## src/design/tcua_pkg.sv

```systemverilog
// Shared constants, codes and types for the thread CPU usage accounting core.
package tcua_pkg;

  localparam int THREADS_DEF  = 16;
  localparam int FRAC_DEF     = 8;

  localparam int TIME_W       = 48;
  localparam int RT_W         = 40;
  localparam int WIN_W        = 32;
  localparam int TICK_W       = 20;
  localparam int TID_W        = 4;
  localparam int ACT_W        = 2;
  localparam int CFG_IDX_W    = 2;
  localparam int CFG_DATA_W   = 32;

  localparam logic [ACT_W-1:0] ACT_SWITCH    = 2'd0;
  localparam logic [ACT_W-1:0] ACT_IDLE_CHK  = 2'd1;
  localparam logic [ACT_W-1:0] ACT_CREATE    = 2'd2;
  localparam logic [ACT_W-1:0] ACT_DELETE    = 2'd3;

  localparam logic [CFG_IDX_W-1:0] CFG_WINDOW = 2'd0;
  localparam logic [CFG_IDX_W-1:0] CFG_TICK   = 2'd1;
  localparam logic [CFG_IDX_W-1:0] CFG_IDLE   = 2'd2;

  localparam logic [WIN_W-1:0]  WINDOW_RST = 32'd1000000;
  localparam logic [TICK_W-1:0] TICK_RST   = 20'd1000;
  localparam logic [TID_W-1:0]  IDLE_RST   = 4'd0;

  typedef enum logic [3:0] {
    ST_IDLE,
    ST_SW_ADJ,
    ST_SW_DELTA,
    ST_SW_ACC,
    ST_CREATE,
    ST_DELETE,
    ST_IC_SPAN,
    ST_IC_CHECK,
    ST_RD,
    ST_MUL,
    ST_PRE,
    ST_DIV,
    ST_WR,
    ST_FIN,
    ST_RES
  } state_t;

endpackage

```

## src/design/thread_cpu_usage_accounting_core.sv

```systemverilog
// Thread CPU usage accounting core: run-time table, switch charging, windowed share divider.
//
//  channel | signals                                         | direction
//  --------+-------------------------------------------------+----------
//  in      | in_valid/in_ready, action, thread_id, time_us  | input
//  out     | out_valid/out_ready, busy_percent/valid, closed | output
//  cfg     | cfg_valid/cfg_ready, cfg_index, cfg_data        | input
//
// Switch-out steps through ST_SW_ADJ, ST_SW_DELTA and ST_SW_ACC, then ST_FIN and ST_RES.
// Idle check: ST_IC_SPAN, ST_IC_CHECK and, when the window closes, a pass over every slot
// that skips invalid slots and bypasses the division where the share saturates early;
// the shared restoring divider retires one quotient bit per cycle.
// Reset is synchronous; no clearing pass. A pending result does not block the next
// input transfer; a new result waits in ST_RES until the output register is free.
module thread_cpu_usage_accounting_core #(
  parameter int THREADS       = tcua_pkg::THREADS_DEF,
  parameter int FRACTION_BITS = tcua_pkg::FRAC_DEF,
  parameter int SHARE_W       = $clog2((100 << FRACTION_BITS) + 1)
) (
  input  logic                            clk,
  input  logic                            rst_n,
  input  logic                            in_valid,
  output logic                            in_ready,
  input  logic [tcua_pkg::ACT_W-1:0]      in_action,
  input  logic [tcua_pkg::TID_W-1:0]      in_thread_id,
  input  logic [tcua_pkg::TIME_W-1:0]     in_time_us,
  output logic                            out_valid,
  input  logic                            out_ready,
  output logic [SHARE_W-1:0]              out_busy_percent,
  output logic                            out_busy_valid,
  output logic                            out_window_closed,
  input  logic                            cfg_valid,
  output logic                            cfg_ready,
  input  logic [tcua_pkg::CFG_IDX_W-1:0]  cfg_index,
  input  logic [tcua_pkg::CFG_DATA_W-1:0] cfg_data
);
  import tcua_pkg::*;

  localparam int ID_W   = $clog2(THREADS);
  localparam int PROD_W = RT_W + SHARE_W;
  localparam int CNT_W  = $clog2(SHARE_W);
  localparam logic [SHARE_W-1:0] FULL_SCALE = SHARE_W'(100 << FRACTION_BITS);
  localparam logic [8:0]         THREADS_V  = 9'(THREADS);

  state_t state_r, state_nxt;

  logic [TID_W-1:0]   id_r;
  logic [TIME_W-1:0]  now_r;
  logic [WIN_W-1:0]   win_r;
  logic [TICK_W-1:0]  tick_r;
  logic [TID_W-1:0]   idle_r;

  logic [THREADS-1:0] valid_r, valid_nxt;
  logic [TIME_W-1:0]  last_sw_r, last_sw_nxt;
  logic [TIME_W-1:0]  last_win_r, last_win_nxt;
  logic [TIME_W-1:0]  adj_r, adj_nxt;
  logic [TIME_W-1:0]  delta_r, delta_nxt;
  logic [TIME_W:0]    span_r, span_nxt;
  logic [PROD_W-1:0]  prod_r, prod_nxt;
  logic [TIME_W:0]    rem_r, rem_nxt;
  logic [SHARE_W-1:0] quo_r, quo_nxt;
  logic [CNT_W-1:0]   cnt_r, cnt_nxt;
  logic [ID_W-1:0]    idx_r, idx_nxt;
  logic               sat_r, sat_nxt;
  logic               closed_r, closed_nxt;

  logic               out_valid_r, out_valid_nxt;
  logic [SHARE_W-1:0] out_busy_r, out_busy_nxt;
  logic               out_bvalid_r, out_bvalid_nxt;
  logic               out_closed_r, out_closed_nxt;

  logic [RT_W-1:0]    rt_mem [THREADS];
  logic [SHARE_W-1:0] sh_mem [THREADS];
  logic [RT_W-1:0]    rt_rd_r;
  logic [SHARE_W-1:0] sh_rd_r;

  logic               rt_we, sh_we;
  logic [ID_W-1:0]    rt_wa, sh_wa, rt_ra;
  logic [RT_W-1:0]    rt_wd;
  logic [SHARE_W-1:0] sh_wd;

  logic [ID_W-1:0]    id_idx, idle_idx;
  logic               id_ok, idle_ok, idx_last, res_load;
  logic [TIME_W:0]    adj_sum, dlt_diff, span_diff, div_trial, div_sub;
  logic [TIME_W-1:0]  adj_val;
  logic [TIME_W:0]    acc_sum;
  logic [RT_W-1:0]    acc_sat;
  logic               win_ok, pre_sat, div_ge, busy_ok;
  logic [SHARE_W-1:0] share_val;

  assign id_idx    = ID_W'({{ID_W{1'b0}}, id_r});
  assign idle_idx  = ID_W'({{ID_W{1'b0}}, idle_r});
  assign id_ok     = {5'b0, id_r} < THREADS_V;
  assign idle_ok   = {5'b0, idle_r} < THREADS_V;
  assign idx_last  = (idx_r == ID_W'(THREADS - 1));

  assign adj_sum   = {1'b0, now_r} + {29'b0, tick_r};
  assign adj_val   = (now_r < last_sw_r) ? (adj_sum[TIME_W] ? '1 : adj_sum[TIME_W-1:0]) : now_r;
  assign dlt_diff  = {1'b0, adj_r} - {1'b0, last_sw_r};
  assign acc_sum   = {9'b0, rt_rd_r} + {1'b0, delta_r};
  assign acc_sat   = (|acc_sum[TIME_W:RT_W]) ? '1 : acc_sum[RT_W-1:0];
  assign span_diff = {1'b0, now_r} - {1'b0, last_win_r};
  assign win_ok    = !span_r[TIME_W] && (span_r[TIME_W-1:0] != '0) &&
                     (span_r[TIME_W-1:0] >= {16'b0, win_r});
  assign pre_sat   = {8'b0, prod_r[PROD_W-1:SHARE_W]} >= span_r[TIME_W-1:0];
  assign div_trial = {rem_r[TIME_W-1:0], prod_r[SHARE_W-1]};
  assign div_ge    = div_trial >= {1'b0, span_r[TIME_W-1:0]};
  assign div_sub   = div_trial - {1'b0, span_r[TIME_W-1:0]};
  assign share_val = (sat_r || (quo_r > FULL_SCALE)) ? FULL_SCALE : quo_r;
  assign busy_ok   = idle_ok && valid_r[idle_idx];
  assign res_load  = (state_r == ST_RES) && (!out_valid_r || out_ready);

  assign cfg_ready         = 1'b1;
  assign out_valid         = out_valid_r;
  assign out_busy_percent  = out_busy_r;
  assign out_busy_valid    = out_bvalid_r;
  assign out_window_closed = out_closed_r;

  always_comb begin
    state_nxt = state_r;
    case (state_r)
      ST_IDLE: begin
        if (in_valid) begin
          case (in_action)
            ACT_SWITCH:   state_nxt = ST_SW_ADJ;
            ACT_IDLE_CHK: state_nxt = ST_IC_SPAN;
            ACT_CREATE:   state_nxt = ST_CREATE;
            default:      state_nxt = ST_DELETE;
          endcase
        end
      end
      ST_SW_ADJ:   state_nxt = ST_SW_DELTA;
      ST_SW_DELTA: state_nxt = ST_SW_ACC;
      ST_SW_ACC:   state_nxt = ST_FIN;
      ST_CREATE:   state_nxt = ST_FIN;
      ST_DELETE:   state_nxt = ST_FIN;
      ST_IC_SPAN:  state_nxt = ST_IC_CHECK;
      ST_IC_CHECK: state_nxt = win_ok ? ST_RD : ST_FIN;
      ST_RD: begin
        if (valid_r[idx_r]) begin
          state_nxt = ST_MUL;
        end else if (idx_last) begin
          state_nxt = ST_FIN;
        end
      end
      ST_MUL:      state_nxt = ST_PRE;
      ST_PRE:      state_nxt = pre_sat ? ST_WR : ST_DIV;
      ST_DIV: begin
        if (cnt_r == CNT_W'(SHARE_W - 1)) begin
          state_nxt = ST_WR;
        end
      end
      ST_WR:       state_nxt = idx_last ? ST_FIN : ST_RD;
      ST_FIN:      state_nxt = ST_RES;
      ST_RES: begin
        if (!out_valid_r || out_ready) begin
          state_nxt = ST_IDLE;
        end
      end
      default:     state_nxt = ST_IDLE;
    endcase
  end

  always_comb begin
    in_ready = 1'b0;
    rt_we    = 1'b0;
    rt_wa    = id_idx;
    rt_wd    = '0;
    sh_we    = 1'b0;
    sh_wa    = id_idx;
    sh_wd    = '0;
    rt_ra    = id_idx;
    case (state_r)
      ST_IDLE:   in_ready = 1'b1;
      ST_SW_ACC: begin
        rt_we = id_ok && valid_r[id_idx];
        rt_wd = acc_sat;
      end
      ST_CREATE: begin
        rt_we = id_ok;
        sh_we = id_ok;
      end
      ST_RD:     rt_ra = idx_r;
      ST_WR: begin
        rt_we = 1'b1;
        rt_wa = idx_r;
        sh_we = 1'b1;
        sh_wa = idx_r;
        sh_wd = share_val;
      end
      default: ;
    endcase
  end

  always_comb begin
    valid_nxt      = valid_r;
    last_sw_nxt    = last_sw_r;
    last_win_nxt   = last_win_r;
    adj_nxt        = adj_r;
    delta_nxt      = delta_r;
    span_nxt       = span_r;
    prod_nxt       = prod_r;
    rem_nxt        = rem_r;
    quo_nxt        = quo_r;
    cnt_nxt        = cnt_r;
    idx_nxt        = idx_r;
    sat_nxt        = sat_r;
    closed_nxt     = closed_r;
    out_valid_nxt  = out_valid_r && !out_ready;
    out_busy_nxt   = out_busy_r;
    out_bvalid_nxt = out_bvalid_r;
    out_closed_nxt = out_closed_r;
    case (state_r)
      ST_IDLE:     closed_nxt = 1'b0;
      ST_SW_ADJ:   adj_nxt = adj_val;
      ST_SW_DELTA: begin
        delta_nxt   = dlt_diff[TIME_W] ? '0 : dlt_diff[TIME_W-1:0];
        last_sw_nxt = adj_r;
      end
      ST_CREATE: begin
        if (id_ok) begin
          valid_nxt[id_idx] = 1'b1;
        end
      end
      ST_DELETE: begin
        if (id_ok) begin
          valid_nxt[id_idx] = 1'b0;
        end
      end
      ST_IC_SPAN:  span_nxt = span_diff;
      ST_IC_CHECK: idx_nxt = '0;
      ST_RD: begin
        if (!valid_r[idx_r]) begin
          if (idx_last) begin
            last_win_nxt = now_r;
            closed_nxt   = 1'b1;
          end else begin
            idx_nxt = idx_r + 1'b1;
          end
        end
      end
      ST_MUL:      prod_nxt = {{SHARE_W{1'b0}}, rt_rd_r} * {{RT_W{1'b0}}, FULL_SCALE};
      ST_PRE: begin
        rem_nxt = {9'b0, prod_r[PROD_W-1:SHARE_W]};
        sat_nxt = pre_sat;
        quo_nxt = '0;
        cnt_nxt = '0;
      end
      ST_DIV: begin
        rem_nxt  = div_ge ? div_sub : div_trial;
        quo_nxt  = {quo_r[SHARE_W-2:0], div_ge};
        prod_nxt = prod_r << 1;
        cnt_nxt  = cnt_r + 1'b1;
      end
      ST_WR: begin
        if (idx_last) begin
          last_win_nxt = now_r;
          closed_nxt   = 1'b1;
        end else begin
          idx_nxt = idx_r + 1'b1;
        end
      end
      ST_RES: begin
        if (res_load) begin
          out_valid_nxt  = 1'b1;
          out_busy_nxt   = busy_ok ? (FULL_SCALE - sh_rd_r) : '0;
          out_bvalid_nxt = busy_ok;
          out_closed_nxt = closed_r;
        end
      end
      default: ;
    endcase
  end

  always_ff @(posedge clk) begin
    if (!rst_n) begin
      state_r     <= ST_IDLE;
      valid_r     <= '0;
      last_sw_r   <= '0;
      last_win_r  <= '0;
      closed_r    <= 1'b0;
      out_valid_r <= 1'b0;
      win_r       <= WINDOW_RST;
      tick_r      <= TICK_RST;
      idle_r      <= IDLE_RST;
    end else begin
      state_r     <= state_nxt;
      valid_r     <= valid_nxt;
      last_sw_r   <= last_sw_nxt;
      last_win_r  <= last_win_nxt;
      closed_r    <= closed_nxt;
      out_valid_r <= out_valid_nxt;
      if (cfg_valid) begin
        case (cfg_index)
          CFG_WINDOW: win_r  <= cfg_data;
          CFG_TICK:   tick_r <= cfg_data[TICK_W-1:0];
          CFG_IDLE:   idle_r <= cfg_data[TID_W-1:0];
          default: ;
        endcase
      end
    end
  end

  always_ff @(posedge clk) begin
    if (in_valid && in_ready) begin
      id_r  <= in_thread_id;
      now_r <= in_time_us;
    end
    adj_r        <= adj_nxt;
    delta_r      <= delta_nxt;
    span_r       <= span_nxt;
    prod_r       <= prod_nxt;
    rem_r        <= rem_nxt;
    quo_r        <= quo_nxt;
    cnt_r        <= cnt_nxt;
    idx_r        <= idx_nxt;
    sat_r        <= sat_nxt;
    out_busy_r   <= out_busy_nxt;
    out_bvalid_r <= out_bvalid_nxt;
    out_closed_r <= out_closed_nxt;
  end

  always_ff @(posedge clk) begin
    if (rt_we) begin
      rt_mem[rt_wa] <= rt_wd;
    end
    rt_rd_r <= rt_mem[rt_ra];
    if (sh_we) begin
      sh_mem[sh_wa] <= sh_wd;
    end
    sh_rd_r <= sh_mem[idle_idx];
  end

endmodule

```

## config.mk

```make
export PLATFORM = sky130hd
export DESIGN_NAME = thread_cpu_usage_accounting_core
export DESIGN_NICKNAME = d
export VERILOG_FILES = /design/src/design/tcua_pkg.sv /design/src/design/thread_cpu_usage_accounting_core.sv
export SDC_FILE = /design/constraint.sdc
export NUM_CORES = 2
export LEC_CHECK = 0
export BUFFER_PORTS_ARGS = -buffer_cell sky130_fd_sc_hd__buf_2
export CAP_MARGIN = 20
export CORE_MARGIN = 3
export CORE_UTILIZATION = 69
export DETAILED_ROUTE_END_ITERATION = 6
export HOLD_SLACK_MARGIN = 0.08
export PLACE_DENSITY_LB_ADDON = 0.2
export SYNTH_ARGS = -nofsm -noshare
export SYNTH_HDL_FRONTEND = slang
export SYNTH_SLANG_ARGS = --single-unit
```

## constraint.sdc

```tcl
create_clock -name clk -period 9.9 [get_ports clk]
set_input_delay 1.485 -clock clk [delete_from_list [all_inputs] [get_ports clk]]
set_output_delay 1.485 -clock clk [all_outputs]
set_load 0.005 [all_outputs]
```

==> impl_metrics.json <==
{
  "outcome": "complete, no violations",
  "p_leak_nw": 29.3,
  "tightestPinTransition_ps": 1230,
  "final.setup_skew_ps": 44.0,
  "grt_util_met1_pct": 50.9,
  "use_met2_pct": 55.6,
  "top_register": "rt_mem",
  "fin_hold_ws_ps": 461,
  "antenna_found_initial": 7,
  "relSlewSlack_pct": 18.0,
  "cts_setup_buffers": 0,
  "syn-cell-area_um2": 73900,
  "reg.largest.list": "rt_mem (640), sh_mem (240), span_r (49)",
  "ys_warn_count": 0,
  "drv_slew": 0,
  "grt_pass1_vias": 48739,
  "drt_iter0_markers": 6121,
  "wl_per_cell_um": 26.5,
  "hold_viol": 0,
  "layout_worst_path_cycle_share_pct": 53.9,
  "detail-route-antenna-nets": 0,
  "internal-power_mw": 15.8,
  "n_fill_cell": 6482,
  "final_nets": 6631,
  "clk_latency_ps": 770,
  "drive_gt1_share_pct": 12.0,
  "area_delta_synth_final_pct": 9.38,
  "rows": 119,
  "dp_hpwl_mm": 128,
  "top_usage_layer": "met2",
  "cap_violations": 0,
  "diodes": 0,
  "path_max_fanout": 40,
  "grt-ovfl-total": 0,
  "p_per_area_nw_per_um2": 333,
  "rsz0062_at_grt": "false",
  "port_buffers": 111,
  "synth_cells": 5946,
  "fin_area_um2": 80900,
  "power.switching_mw": 11.2,
  "grt_pass1_wl_mm": 300,
  "worst_slack_ps": 4560,
  "wl_mm": 200,
  "die_h_um": 333,
  "synth-edff-count": 1211,
  "ys_types": 100,
  "grt_start_max_net_pins": 161,
  "cts_tree": "yes",
  "drc": 0,
  "worstPathRequired_ps": 10290,
  "critical_path_class": "reg -> reg",
  "setup_viol": 0,
  "vias": 50752,
  "seqPwrFrac_pct": 31.0,
  "clock.fmax_mhz": 187,
  "ys_seq_area_share_pct": 55.4,
  "place_area_um2": 76000,
  "fin_crit_ps": 5340,
  "place_ws_ps": 4640,
  "power_frac_comb_pct": 48.7,
  "grt_usage_pct": 36.0,
  "async_reset_ff_share_pct": 0,
  "grtUsageMet3_pct": 6.23,
  "peakVddDrop_v": 0.000520,
  "p_total_mw": 27.0,
  "ioPinCount": 113,
  "critPathLaunchType": "flop",
  "syn_area_per_cell_um2": 12.4,
  "die_w_um": 333,
  "routed_via_density": 6.71,
  "holdBufCountCts": 0,
  "cts_resized": 0,
  "cp.arrival_ps": 5730,
  "ys_ff_latch": 1440,
  "hp-class": "reg -> reg",
  "cts_inserted_buffers": 146,
  "first_pass_iters": 6,
  "core-area_um2": 106000,
  "cts-root-buf": "clkbuf_16",
  "die_area_um2": 111000,
  "fin_tns_setup_ps": 0,
  "gp_congestion": 0.994,
  "synthFlopType": "edfxtp_1",
  "cp-end-kind": "flop",
  "swShare_pct": 41.6,
  "syn_nets": 6533,
  "clock-sinks": 1440,
  "clock_path_buffers": 3,
  "start_util_pct": 69.8,
  "clk_pin_slew_ps": 60,
  "cts_max_level": 4,
  "largest_register_ffs": 640,
  "p_clk_share_pct": 20.2
}
power by group through the flow:
stage / sequential, mW / clock [mW] / combinational [mW]
2_1_floorplan: 8.08 / 0 / 9.10
6_report: 8.37 / 5.46 / 13.1
3_3_place_gp: 8.43 / 0 / 12.4
5_1_grt: 8.39 / 5.72 / 14.2
3_5_place_dp: 8.45 / 0 / 12.6
4_1_cts: 8.34 / 5.49 / 12.8
cell usage in the layout (no fill, tap or decap), types with 34 or more instances in the layout:
cell type and count:
nand3_1 82, a31oi_1 93, mux4_2 250, mux2i_1 40
o21bai_1 34, and3_1 45, xor2_1 84, ha_1 454
and2_1 100, clkbuf_1 43, nand2b_1 41, a21oi_1 365
clkbuf_16 152, nor3_1 63, nand4_1 66, inv_1 441
fa_1 40, dfxtp_1 227, o21a_1 38, o21ai_0 177
nor2b_1 87, or3_1 35, nor2_1 291, a211oi_1 77
a21boi_0 112, o21ai_1 36, o211ai_1 44, nand2_1 545
a21o_1 157, buf_2 110, edfxtp_1 1211, buf_4 78
xnor2_1 148
cell usage after synthesis, drive strengths merged, types with 23 or more instances:
cell type | count | area, µm²
o21ai | 217 | 1110
a211oi | 79 | 603
a21oi | 368 | 1860
or3 | 35 | 219
inv | 442 | 1660
mux2i | 44 | 440
a21boi | 113 | 848
xor2 | 84 | 736
and2 | 104 | 651
edfxtp | 1211 | 36400
fa | 40 | 801
nor2 | 310 | 1160
mux4 | 250 | 5630
nor3 | 64 | 325
nand2b | 41 | 257
o21a | 38 | 285
nor2b | 87 | 544
xnor2 | 148 | 1300
o211ai | 44 | 330
a21o | 157 | 1180
nor4 | 25 | 156
o31ai | 23 | 178
clkbuf | 187 | 704
a31oi | 95 | 616
ha | 454 | 5680
nand3 | 85 | 430
nand4 | 66 | 413
buf | 56 | 314
dfxtp | 229 | 4580
and3 | 45 | 282
o21bai | 34 | 255
nand2 | 547 | 2060
layer usage:
layer	share of wire (%)	up-vias
li1	-	22422
met1	39	24839
met2	46	2961
met3	10	526
met4	5.0	4
met5	0.013	-
layout make-up:
class | instances | area, µm² | area share [%]
inverters | 442 | 1660 | 2.05
repair buffers | 193 | 1220 | 1.51
multi-input cells | 3821 | 30600 | 37.8
clock buffers | 202 | 4060 | 5.02
well taps | 1391 | 1740 | 2.15
flip-flops and latches | 1440 | 41000 | 50.6
clock inverters | 71 | 674 | 0.834
stage by stage:
step	cells	utilization, %
2_1_floorplan	5946	-
3_3_place_gp	7273	71.8
3_5_place_dp	7273	71.8
4_1_cts	7546	76.3
5_1_grt	7560	76.4
6_report	7560	76.4
cells by family (layout without fill, tap and decap cells):
kind of cell               after synthesis  after routing  share of synthesized area [%]
muxes                                  304            304                           8.37
adders and majority gates              494            494                           8.77
AOI/OAI and AO/OA                     1314           1314                           11.6
buffers and inverters                  685            908                           3.62
DFF                                   1440           1440                           55.4
other                                    1              1                        0.00507
xor gates and xnor gates               232            232                           2.75
and+or+nand+nor                       1476           1476                           9.50
worst max-delay path, cell delays in order, from the launching register on:
cell and delay [ps]:
edfxtp_1 360, ha_1 260, fa_1 440, a211oi_1 320, o211ai_1 190, a41oi_1 460
o21ai_2 180, a21oi_1 340, o21a_1 260, o21ai_0 170, o311ai_0 580, a2111oi_4 60
buf_4 390, a21oi_1 970
path summary, 6_finish.rpt:
| check | start | end | slack, ps | cells after the start |
|---|---|---|---|---|
| setup / recovery | delta_r[0] | rt_mem[15][36] | 4560 | 13 |
| hold / removal | last_sw_r[43] | last_sw_r[43] | 460 | 2 |
| setup reg to reg | delta_r[0] | rt_mem[15][36] | 4560 | 13 |
| hold reg to reg | last_sw_r[43] | last_sw_r[43] | 460 | 2 |
Power figures use the tool's default switching activity.
